File: config.mk
export PLATFORM = sky130hd
export DESIGN_NAME = kahn_topological_order
export DESIGN_NICKNAME = d
export VERILOG_FILES = /design/src/kto_pkg.sv /design/src/kahn_topological_order.sv /design/src/kto_edge_ram.sv
export SDC_FILE = /design/constraint.sdc
export NUM_CORES = 2
export LEC_CHECK = 0
export BUFFER_PORTS_ARGS = -buffer_cell sky130_fd_sc_hd__buf_2
export CAP_MARGIN = 20
export CORE_ASPECT_RATIO = 1.75
export CORE_MARGIN = 3
export CORE_UTILIZATION = 55
export DETAILED_ROUTE_END_ITERATION = 6
export GPL_TIMING_DRIVEN = 0
export PLACE_DENSITY = 0.73
export REMOVE_ABC_BUFFERS = 1
export SYNTH_ARGS = -nofsm -noshare
export SYNTH_HDL_FRONTEND = slang
export SYNTH_SLANG_ARGS = --single-unit
export TNS_END_PERCENT = 30
File: constraint.sdc
create_clock -name clk -period 4.9 [get_ports clk]
set_clock_uncertainty 0.2 [all_clocks]
set_input_delay 0.98 -clock clk [delete_from_list [all_inputs] [get_ports clk]]
set_output_delay 0.98 -clock clk [all_outputs]
set_load 0.02 [all_outputs]
File: src/kto_pkg.sv
// Shared constants and types for the topological order engine.
package kto_pkg;

  localparam int MAX_NODES = 64;
  localparam int MAX_EDGES = 256;
  localparam int NODE_W = 6;
  localparam int CNT_W = 7;
  localparam int EADDR_W = 8;
  localparam int ECNT_W = 9;
  localparam int DEG_W = 9;

  localparam logic [1:0] OP_FLAG = 2'd0;
  localparam logic [1:0] OP_EDGE = 2'd1;
  localparam logic [1:0] OP_SORT = 2'd2;
  localparam logic [1:0] OP_CLEAR = 2'd3;

  localparam logic [1:0] KIND_ORDER = 2'd0;
  localparam logic [1:0] KIND_CYCLE = 2'd1;
  localparam logic [1:0] KIND_NONE = 2'd2;
  localparam logic [1:0] KIND_FULL = 2'd3;

  // One edge: dependent node and the node it waits for.
  typedef struct packed {
    logic [NODE_W-1:0] dep;
    logic [NODE_W-1:0] waitn;
  } edge_t;

endpackage

File: src/kahn_topological_order.sv
// Top level of the Kahn topological order engine.
//
//  channel   signals                                    handshake
//  command   start, opcode, node_a, node_b, skip_flag   start & !busy
//  config    node_count_we, node_count_wdata            node_count_we
//  result    node_index, result_kind, last              result_valid, no stall
//
// Flag, clear and stored-edge commands complete without leaving idle. An edge into a full
// store shows its result the next cycle and holds busy for that cycle.
// A sort first clears every entry of the in-degree memory, then counts the in-degree
// of each dependent over the live stored edges. It seeds the queue with the zero
// in-degree nodes in index order, then dequeues each node and walks the edge store
// to release its dependents. A final scan reports the nodes left on a cycle and
// closes the sort with the held result or the empty marker, marked last.
// Reset is synchronous; in-degrees are cleared at every sort. Results cannot be stalled.
module kahn_topological_order (
  input  logic                              clk,
  input  logic                              rst,
  input  logic                              start,
  output logic                              busy,
  input  logic [1:0]                        opcode,
  input  logic [kto_pkg::NODE_W-1:0]        node_a,
  input  logic [kto_pkg::NODE_W-1:0]        node_b,
  input  logic                              skip_flag,
  input  logic                              node_count_we,
  input  logic [kto_pkg::CNT_W-1:0]         node_count_wdata,
  output logic                              result_valid,
  output logic [kto_pkg::NODE_W-1:0]        node_index,
  output logic [1:0]                        result_kind,
  output logic                              last
);

  localparam logic [3:0] S_IDLE = 4'd0;
  localparam logic [3:0] S_CLEAR = 4'd1;
  localparam logic [3:0] S_EDGE_RD = 4'd2;
  localparam logic [3:0] S_EDGE_DEG = 4'd3;
  localparam logic [3:0] S_EDGE_WR = 4'd4;
  localparam logic [3:0] S_SEED_RD = 4'd5;
  localparam logic [3:0] S_SEED_CHK = 4'd6;
  localparam logic [3:0] S_POP = 4'd7;
  localparam logic [3:0] S_TAKE = 4'd8;
  localparam logic [3:0] S_SCAN_RD = 4'd9;
  localparam logic [3:0] S_SCAN_CHK = 4'd10;
  localparam logic [3:0] S_FINISH = 4'd11;
  localparam logic [3:0] S_DONE = 4'd12;

  logic [3:0] state, state_next;
  logic [kto_pkg::CNT_W-1:0] node_count;
  logic [kto_pkg::MAX_NODES-1:0] skip, skip_next;
  logic [kto_pkg::ECNT_W-1:0] edge_count, edge_count_next;
  logic [kto_pkg::CNT_W-1:0] head, head_next;
  logic [kto_pkg::CNT_W-1:0] tail, tail_next;
  logic [kto_pkg::ECNT_W-1:0] eptr, eptr_next;
  logic [kto_pkg::CNT_W-1:0] idx, idx_next;
  logic [kto_pkg::CNT_W-1:0] emitted, emitted_next;
  logic [kto_pkg::NODE_W-1:0] cur, cur_next;
  logic walking, walking_next;
  logic pend_valid, pend_valid_next;
  logic [kto_pkg::NODE_W-1:0] pend_node, pend_node_next;
  logic [1:0] pend_kind, pend_kind_next;
  logic result_valid_next;
  logic [kto_pkg::NODE_W-1:0] node_index_next;
  logic [1:0] result_kind_next;
  logic last_next;
  logic [kto_pkg::CNT_W-1:0] n_lim;
  kto_pkg::edge_t rdata;
  logic [kto_pkg::EADDR_W-1:0] raddr;
  logic ram_we;
  logic live;
  logic accept;
  logic [kto_pkg::NODE_W-1:0] idx_n;

  // In-degree memory
  logic [kto_pkg::DEG_W-1:0] deg_mem [kto_pkg::MAX_NODES];
  logic [kto_pkg::NODE_W-1:0] deg_raddr;
  logic [kto_pkg::NODE_W-1:0] deg_waddr;
  logic [kto_pkg::DEG_W-1:0] deg_wdata;
  logic deg_we;
  logic [kto_pkg::DEG_W-1:0] deg_q;

  // Ready queue memory
  logic [kto_pkg::NODE_W-1:0] fifo_mem [kto_pkg::MAX_NODES];
  logic [kto_pkg::NODE_W-1:0] fifo_raddr;
  logic [kto_pkg::NODE_W-1:0] fifo_waddr;
  logic [kto_pkg::NODE_W-1:0] fifo_wdata;
  logic fifo_we;
  logic [kto_pkg::NODE_W-1:0] fifo_q;

  assign accept = start && !busy;
  assign busy = (state != S_IDLE);
  assign n_lim = (node_count > kto_pkg::CNT_W'(kto_pkg::MAX_NODES)) ?
                 kto_pkg::CNT_W'(kto_pkg::MAX_NODES) : node_count;
  assign ram_we = accept && opcode == kto_pkg::OP_EDGE &&
                  edge_count < kto_pkg::ECNT_W'(kto_pkg::MAX_EDGES);
  assign raddr = eptr[kto_pkg::EADDR_W-1:0];
  assign idx_n = idx[kto_pkg::NODE_W-1:0];
  assign deg_raddr = (state == S_EDGE_DEG) ? rdata.dep : idx_n;
  assign fifo_raddr = head[kto_pkg::NODE_W-1:0];
  assign fifo_waddr = tail[kto_pkg::NODE_W-1:0];

  // Edge liveness of the word just read.
  assign live = {1'b0, rdata.dep} < n_lim && {1'b0, rdata.waitn} < n_lim &&
                !skip[rdata.dep] && !skip[rdata.waitn];

  kto_edge_ram u_ram (
    .clk  (clk),
    .we   (ram_we),
    .waddr(edge_count[kto_pkg::EADDR_W-1:0]),
    .wdata({node_a, node_b}),
    .raddr(raddr),
    .rdata(rdata)
  );

  // Write and read the in-degree memory.
  always_ff @(posedge clk) begin
    if (deg_we) begin
      deg_mem[deg_waddr] <= deg_wdata;
    end
    deg_q <= deg_mem[deg_raddr];
  end

  // Write and read the ready queue.
  always_ff @(posedge clk) begin
    if (fifo_we) begin
      fifo_mem[fifo_waddr] <= fifo_wdata;
    end
    fifo_q <= fifo_mem[fifo_raddr];
  end

  // Hold the node count register.
  always_ff @(posedge clk) begin
    if (rst) begin
      node_count <= '0;
    end else if (node_count_we) begin
      node_count <= node_count_wdata;
    end
  end

  // Sequence commands and the sort; each result is held back one step so
  // the final one of a sort can carry last.
  always_comb begin
    state_next = state;
    skip_next = skip;
    edge_count_next = edge_count;
    head_next = head;
    tail_next = tail;
    eptr_next = eptr;
    idx_next = idx;
    emitted_next = emitted;
    cur_next = cur;
    walking_next = walking;
    pend_valid_next = pend_valid;
    pend_node_next = pend_node;
    pend_kind_next = pend_kind;
    result_valid_next = 1'b0;
    node_index_next = node_index;
    result_kind_next = result_kind;
    last_next = last;
    deg_we = 1'b0;
    deg_waddr = idx_n;
    deg_wdata = '0;
    fifo_we = 1'b0;
    fifo_wdata = rdata.dep;
    unique case (state)
      S_IDLE: begin
        if (accept) begin
          unique case (opcode)
            kto_pkg::OP_FLAG: skip_next[node_a] = skip_flag;
            kto_pkg::OP_EDGE: begin
              if (ram_we) begin
                edge_count_next = edge_count + 1'b1;
              end else begin
                state_next = S_DONE;
                result_valid_next = 1'b1;
                node_index_next = '0;
                result_kind_next = kto_pkg::KIND_FULL;
                last_next = 1'b1;
              end
            end
            kto_pkg::OP_SORT: begin
              idx_next = '0;
              head_next = '0;
              tail_next = '0;
              emitted_next = '0;
              pend_valid_next = 1'b0;
              state_next = S_CLEAR;
            end
            kto_pkg::OP_CLEAR: begin
              edge_count_next = '0;
              skip_next = '0;
            end
            default: ;
          endcase
        end
      end
      // Zero one in-degree entry per cycle.
      S_CLEAR: begin
        deg_we = 1'b1;
        if (idx == kto_pkg::CNT_W'(kto_pkg::MAX_NODES - 1)) begin
          idx_next = '0;
          eptr_next = '0;
          walking_next = 1'b0;
          state_next = S_EDGE_RD;
        end else begin
          idx_next = idx + 1'b1;
        end
      end
      // Read the next edge, or close the pass over the store.
      S_EDGE_RD: begin
        if (eptr < edge_count) begin
          state_next = S_EDGE_DEG;
        end else if (walking) begin
          state_next = S_POP;
        end else begin
          idx_next = '0;
          state_next = S_SEED_RD;
        end
      end
      // Fetch the in-degree of the dependent when the edge applies.
      S_EDGE_DEG: begin
        if (live && (!walking || rdata.waitn == cur)) begin
          state_next = S_EDGE_WR;
        end else begin
          eptr_next = eptr + 1'b1;
          state_next = S_EDGE_RD;
        end
      end
      // Count the edge, or release the dependent and queue it at zero.
      S_EDGE_WR: begin
        deg_waddr = rdata.dep;
        if (!walking) begin
          deg_we = 1'b1;
          deg_wdata = deg_q + 1'b1;
        end else if (deg_q != '0) begin
          deg_we = 1'b1;
          deg_wdata = deg_q - 1'b1;
          if (deg_q == kto_pkg::DEG_W'(1) &&
              tail < kto_pkg::CNT_W'(kto_pkg::MAX_NODES)) begin
            fifo_we = 1'b1;
            tail_next = tail + 1'b1;
          end
        end
        eptr_next = eptr + 1'b1;
        state_next = S_EDGE_RD;
      end
      // Queue zero in-degree nodes in index order.
      S_SEED_RD: begin
        if (idx < n_lim) begin
          state_next = S_SEED_CHK;
        end else begin
          state_next = S_POP;
        end
      end
      S_SEED_CHK: begin
        if (!skip[idx_n] && deg_q == '0) begin
          fifo_we = 1'b1;
          fifo_wdata = idx_n;
          tail_next = tail + 1'b1;
        end
        idx_next = idx + 1'b1;
        state_next = S_SEED_RD;
      end
      // Dequeue the next node, or move on to the cycle scan.
      S_POP: begin
        if (head < tail) begin
          state_next = S_TAKE;
        end else begin
          idx_next = '0;
          state_next = S_SCAN_RD;
        end
      end
      // Report the dequeued node and walk the store for its dependents.
      S_TAKE: begin
        if (pend_valid) begin
          result_valid_next = 1'b1;
          node_index_next = pend_node;
          result_kind_next = pend_kind;
          last_next = 1'b0;
        end
        pend_valid_next = 1'b1;
        pend_node_next = fifo_q;
        pend_kind_next = kto_pkg::KIND_ORDER;
        emitted_next = emitted + 1'b1;
        cur_next = fifo_q;
        head_next = head + 1'b1;
        eptr_next = '0;
        walking_next = 1'b1;
        state_next = S_EDGE_RD;
      end
      // Report nodes left on a cycle.
      S_SCAN_RD: begin
        if (idx < n_lim) begin
          state_next = S_SCAN_CHK;
        end else begin
          state_next = S_FINISH;
        end
      end
      S_SCAN_CHK: begin
        if (!skip[idx_n] && deg_q != '0 &&
            emitted < kto_pkg::CNT_W'(kto_pkg::MAX_NODES)) begin
          if (pend_valid) begin
            result_valid_next = 1'b1;
            node_index_next = pend_node;
            result_kind_next = pend_kind;
            last_next = 1'b0;
          end
          pend_valid_next = 1'b1;
          pend_node_next = idx_n;
          pend_kind_next = kto_pkg::KIND_CYCLE;
          emitted_next = emitted + 1'b1;
        end
        idx_next = idx + 1'b1;
        state_next = S_SCAN_RD;
      end
      // Close the command with the held result or the empty marker.
      S_FINISH: begin
        result_valid_next = 1'b1;
        last_next = 1'b1;
        if (pend_valid) begin
          node_index_next = pend_node;
          result_kind_next = pend_kind;
        end else begin
          node_index_next = '0;
          result_kind_next = kto_pkg::KIND_NONE;
        end
        pend_valid_next = 1'b0;
        state_next = S_IDLE;
      end
      S_DONE: begin
        state_next = S_IDLE;
      end
      default: state_next = S_IDLE;
    endcase
  end

  // Advance the sequencer registers.
  always_ff @(posedge clk) begin
    if (rst) begin
      state <= S_IDLE;
      skip <= '0;
      edge_count <= '0;
      head <= '0;
      tail <= '0;
      eptr <= '0;
      idx <= '0;
      emitted <= '0;
      cur <= '0;
      walking <= 1'b0;
      pend_valid <= 1'b0;
      pend_node <= '0;
      pend_kind <= kto_pkg::KIND_ORDER;
      result_valid <= 1'b0;
      node_index <= '0;
      result_kind <= kto_pkg::KIND_ORDER;
      last <= 1'b0;
    end else begin
      state <= state_next;
      skip <= skip_next;
      edge_count <= edge_count_next;
      head <= head_next;
      tail <= tail_next;
      eptr <= eptr_next;
      idx <= idx_next;
      emitted <= emitted_next;
      cur <= cur_next;
      walking <= walking_next;
      pend_valid <= pend_valid_next;
      pend_node <= pend_node_next;
      pend_kind <= pend_kind_next;
      result_valid <= result_valid_next;
      node_index <= node_index_next;
      result_kind <= result_kind_next;
      last <= last_next;
    end
  end

endmodule

File: src/kto_edge_ram.sv
// Edge store: one write port, one registered read port.
module kto_edge_ram (
  input  logic                        clk,
  input  logic                        we,
  input  logic [kto_pkg::EADDR_W-1:0] waddr,
  input  kto_pkg::edge_t              wdata,
  input  logic [kto_pkg::EADDR_W-1:0] raddr,
  output kto_pkg::edge_t              rdata
);

  kto_pkg::edge_t mem [kto_pkg::MAX_EDGES];

  // Write and read the edge array.
  always_ff @(posedge clk) begin
    if (we) begin
      mem[waddr] <= wdata;
    end
    rdata <= mem[raddr];
  end

endmodule

**Yosys cells after proc, flatten, opt, wreduce, memory -nomap -nowiden**

Memories as Yosys holds them, arrays and structs flattened. A register that Yosys moved wholly into a read port is not among the register bits.
Index checks and enable logic that the tools add are counted.

- Register bits: 147
- Memory bits (writable): 4032
- Input port bits: 26
- Output and inout bits: 11
- Memories: 3

- Add/sub/neg operators: 8
- Order comparisons: 14
- Eq/ne operators: 34
- Mux-type cells: 99
- Reductions and logical operators: 47

Memories:

| name | depth | width | read ports | clocked after memory_dff | wr ports | line | text |
|---|---|---|---|---|---|---|---|
| u_ram.mem | 256 | 12 | 1 | 1 | 1 | kto_edge_ram.sv:11 | `kto_pkg::edge_t mem [kto_pkg::MAX_EDGES];` |
| deg_mem | 64 | 9 | 1 | 1 | 1 | kahn_topological_order.sv:74 | `logic [kto_pkg::DEG_W-1:0] deg_mem [kto_pkg::MAX_NODES];` |
| fifo_mem | 64 | 6 | 1 | 1 | 1 | kahn_topological_order.sv:82 | `logic [kto_pkg::NODE_W-1:0] fifo_mem [kto_pkg::MAX_NODES];` |

Operators by type and width:

| cell | number |
|---|---|
| $pmux 64 s2 | 1 |
| $mux 7 | 12 |
| $mux 6 | 11 |
| $bwmux 64 | 1 |
| $mux 9 | 6 |
| $pmux 7 s3 | 2 |
| $pmux 4 s10 | 1 |
| $pmux 9 s4 | 1 |
| $pmux 7 s5 | 1 |
| $mux 1 | 33 |
| $add 7x1->7 const B | 4 |
| $lt 6x7->1 const B | 4 |
| $ne 2x2->1 const B | 14 |
| $add 9x1->9 const B | 3 |
| $pmux 6 s4 | 1 |
| $bmux 1 s6 | 3 |
| $pmux 9 s2 | 1 |
| $eq 4x3->1 const B | 4 |
| $eq 4x4->1 const B | 4 |
| $mux 2 | 8 |
| $reduce_and 4->1 | 4 |
| $lt 6x7->1 | 2 |
| $lt 7x7->1 | 2 |
| $lt 7x7->1 const B | 2 |
| other kinds (42) | 77 |

**Longest topological paths before layout**

- Word-level depth: 9
- Gate-level depth with buffers: 13

**By module**

A second synthesis with hierarchy kept.

- Cells, all modules: 8414
- Area, all modules: 165926.6 um^2

By module, submodules not included:

| module | times used | cells an instance | area each (um^2) | sequential area each (um^2) |
|---|---|---|---|---|
| kto_edge_ram | 1 | 5506 | 118632.5 | 92488.7 |
| kahn_topological_order | 1 | 2908 | 47294.1 | 32050.7 |

**Worst setup path after synthesis**

OpenSTA, ideal clock, no wires.

- Path type: register -> register
- From: register deg_q[0] (netlist name) (read register of deg_mem)
- To: memory deg_mem[0][6] (netlist name), data pin
- Data arrival time: 3.914 ns
- Required time: 3.978 ns
- Slack: 0.064 ns
- Stages on the path, launching flop included: 8
- Path buffers: 0
- Cells stage by stage: dfxtp_1 -> inv_1 -> ha_1 -> nand2_1 -> or3_1 -> nor3_1 -> a21oi_1 -> a211oi_1

- Longest elaborated chain between the ends: 4
- Elaborated cells between the ends (all ways): 6
- Those cells by class: 2 x add/sub; 3 x mux; 1 x reduce/logical

RTL lines:

| element | line | text |
|---|---|---|
| from (decl) | kahn_topological_order.sv:79 | `logic [kto_pkg::DEG_W-1:0] deg_q;` |
| $sub 9x1->9 or $reduce_bool 9->1 (tied branches) | kahn_topological_order.sv:236, kahn_topological_order.sv:234 |  |
| $mux 9 | kahn_topological_order.sv:234 | `end else if (deg_q != '0) begin` |
| $mux 9 * | kahn_topological_order.sv:231 | `if (!walking) begin` |
| $mux 9 * | kahn_topological_order.sv:164 | `unique case (state)` |
| via deg_wdata, one bit | kahn_topological_order.sv:77 | `logic [kto_pkg::DEG_W-1:0] deg_wdata;` |
| to (decl) | kahn_topological_order.sv:74 |  |

The timed path passes the listed nets; every way through them passes the cells marked *.

==> results.json <==
{
  "cp.arrival_ns": 5.48,
  "synth_xor_area_share_pct": 0.153,
  "yosysTopAreaCellShare_pct": 73.2,
  "grt_pass1_wl_um": 571000,
  "worstSetupStartpointType": "flip-flop",
  "synthMuxAreaShare_pct": 18.3,
  "maxCapViolations": 0,
  "start_util_pct": 55.4,
  "hold_path_class": "input pin to flip-flop",
  "place_ws_ns": -1.81,
  "drc": 0,
  "synth_edf_count": 4032,
  "required_ns": 5.46,
  "outcome": "complete, but fails checks",
  "fin_crit_sh_pct": 100,
  "dp_hpwl_um": 243000,
  "gr-total-overflow": 0,
  "die_w_um": 421,
  "final.setup.worst_slack_ns": -0.0188,
  "cts.clk_slew.worst_paths_ns": 0.07,
  "synthToLayoutAreaGrowth_pct": 12.6,
  "clock_latency_ns": 0.92,
  "gp_congestion": 0.854,
  "synth-seq-area-share_pct": 75.2,
  "layout-drive-gt1-share_pct": 28.5,
  "power.density_nw_per_um2": 400,
  "end_kind": "flip-flop",
  "hold_viol_final": 0,
  "slew_headroom_pct": 20.3,
  "failed_checks": "negative setup slack",
  "slew_viol_final": 0,
  "netlist_area_um2": 166000,
  "root_buffer": "clkbuf_16",
  "nets": 8125,
  "critPathKind": "flip-flop to flip-flop",
  "max_freq_mhz": 203,
  "dp_cells": 11500,
  "yosysUniqueCellTypes": 75,
  "rsz0062_at_grt": "true",
  "finalSetupViolCount": 1,
  "ir_drop_mv": 0.330,
  "first_iter_violations": 8807,
  "via_count": 79600,
  "crit_path_max_fanout": 43,
  "syn_inst": 7725,
  "synthAdderAreaFrac_pct": 0.340,
  "io_pins": 37,
  "cts_sinks": 4205,
  "yosys.area.top_type": "edfxtp_1",
  "p_leak_nw": 56.5,
  "wirelength_um": 389000,
  "ys_ff_latch": 4205,
  "synth_compound_area_share_pct": 1.95,
  "die_y_um": 732,
  "cts_tree": "built",
  "wire_per_inst_um": 31.5,
  "yosys.area_share.simple_pct": 2.69,
  "grtUsageTotal_pct": 25.5,
  "rows": 265,
  "synth_area_leaders": "edfxtp_1 (73%), mux4_2 (18%), dfxtp_1 (2.1%)",
  "cts_max_path_buffers": 4,
  "grt_pass1_vias": 82800,
  "period_minus_slack_ns": 4.92,
  "htree_levels": 5,
  "synth_top_family_by_area": "multiplexers",
  "ant_nets": 0,
  "drt_pass1_iterations": 6,
  "grt_max_degree": 168,
  "antenna_found_initial": 10,
  "fin_cells": 12400,
  "synthFlopType": "edfxtp_1",
  "async_flop_share_pct": 0,
  "numPortBuffers": 36,
  "utilization_pct": 62.4,
  "numCtsBuffers": 358,
  "synth_warnings": 0,
  "die_area_um2": 308000,
  "postCtsHoldBufs": 0,
  "avgSynthCellArea_um2": 21.4,
  "tightest_slew_ns": 1.18,
  "core_um2": 299000,
  "viasPerCell": 6.44
}
==> routing by layer <==
layer / part of all wire, % / GRT usage [%]
met5: 0.028 / 0
met1: 33 / 30.2
met4: 6.7 / 14.1
met2: 53 / 44.4
met3: 6.8 / 4.17
==> area by class of cell <==
type | count | area, um^2
sequential | 4205 | 125000
clock buffer | 424 | 9340
clock inverter | 224 | 2210
multi-input combinational | 3022 | 39200
antenna | 8 | 20.0
inverter | 30 | 113
tap | 4005 | 5010
fill | 19400 | 112000
timing repair buffer | 437 | 5920
==> worst max-delay path: stages, from the launching register on <==
cell       delay (ns)
dfxtp_4          0.44
buf_16           0.24
buf_16           0.27
buf_16           0.27
buf_16           0.33
bufbuf_16        0.42
mux4_2           0.54
mux4_2           0.60
mux4_2           0.56
a22oi_2          0.57
nand2_1          0.17
==> power breakdown <==
group	switching, mW	internal, mW	total (mW)
logic	3.49	2.46	5.95
clock network	12.6	15.7	28.3
registers	0.362	40.0	40.3
total	16.5	58.1	74.6
==> what timing repair did <==
action	4_1_cts	5_1_grt
buffers inserted	13	8
cloned	4	0
gates resized for setup	34	27
endpoints found under the setup margin	1182	394
pin swaps	3	5
==> metrics by stage <==
stage | area [um^2] | hold WS (ns) | TNS [ns] | power [mW]
final | 186000 | 0.119 | -0.0188 | 74.6
after global routing | 186000 | 0.112 | -3.25 | 76.7
after CTS | 185000 | 0.0584 | -3.42 | 75.0
after detailed placement | 173000 | 0.251 | -207.34 | 46.9
after global placement | 169000 | 0.252 | -9136.98 | 47.3
after floorplan | 163000 | 0.225 | -1130.23 | 46.1
==> layout by cell type, fill, tap and decap left out, types with 22 or more instances in the layout <==
| master | Yosys | final |
|---|---|---|
| buf_2 | 112 | 29 |
| buf_16 | 0 | 84 |
| nand2_1 | 277 | 261 |
| and2_1 | 22 | 22 |
| clkinv_1 | 1 | 73 |
| clkbuf_16 | 0 | 362 |
| nand3_1 | 59 | 58 |
| a22oi_1 | 38 | 28 |
| a211oi_1 | 65 | 60 |
| nor2b_1 | 39 | 39 |
| ha_1 | 45 | 44 |
| nor2_1 | 484 | 449 |
| a21oi_1 | 200 | 200 |
| buf_12 | 0 | 43 |
| nor2_2 | 0 | 29 |
| bufinv_16 | 0 | 38 |
| clkbuf_1 | 264 | 57 |
| o21ai_0 | 96 | 96 |
| dfxtp_1 | 173 | 156 |
| clkinv_2 | 0 | 71 |
| buf_6 | 13 | 77 |
| edfxtp_1 | 4032 | 4032 |
| buf_4 | 21 | 183 |
| inv_1 | 29 | 29 |
| mux4_2 | 1290 | 1290 |
| mux2i_1 | 104 | 101 |
==> cell families after synthesis <==
family	after synthesis
xor gates and xnor gates	29
AOI/OAI and AO/OA	517
buffers and inverters	499
muxes	1410
DFF	4205
adders and majority gates	45
and+or+nand+nor	1020
==> cell usage after synthesis, types with 13 or more instances <==
| cell type | instances |
|---|---|
| buf_1 | 58 |
| nor3_1 | 20 |
| and3_1 | 13 |
| xnor2_1 | 19 |
| a22oi_1 | 38 |
| edfxtp_1 | 4032 |
| or3_1 | 18 |
| o211ai_1 | 13 |
| nand4_1 | 20 |
| mux2_2 | 15 |
| o21ai_0 | 96 |
| ha_1 | 45 |
| a21oi_1 | 200 |
| dfxtp_1 | 173 |
| buf_6 | 13 |
| a211oi_1 | 65 |
| clkbuf_1 | 264 |
| inv_1 | 29 |
| nand3_1 | 59 |
| nand2_1 | 277 |
| a311oi_1 | 21 |
| a21o_1 | 13 |
| mux2i_1 | 104 |
| nor2_1 | 484 |
| and2_1 | 22 |
| buf_4 | 21 |
| mux4_2 | 1290 |
| nand2b_1 | 14 |
| buf_2 | 112 |
| nor2b_1 | 39 |
==> worst paths after layout <==
kind | slack (ns) | endpoint | cells past startpoint | startpoint
worst min-delay path | 0.12 | node_count[1] | 3 | node_count_wdata[1]
worst max-delay path | -0.02 | u_ram.rdata[10] | 10 | eptr[0]
worst min register to register | 0.27 | node_index[0] | 2 | node_index[0]
worst max register to register | -0.02 | u_ram.rdata[10] | 10 | eptr[0]
==> registers in the layout, summed over array words and instances (netlist names), 9 cells and up <==
| name | cells |
|---|---|
| fifo_mem | 384 |
| deg_q | 9 |
| skip | 64 |
| edge_count | 9 |
| eptr | 9 |
| u_ram.rdata | 12 |
| u_ram.mem | 3072 |
| deg_mem | 576 |
Power figures use the tool's default switching activity.
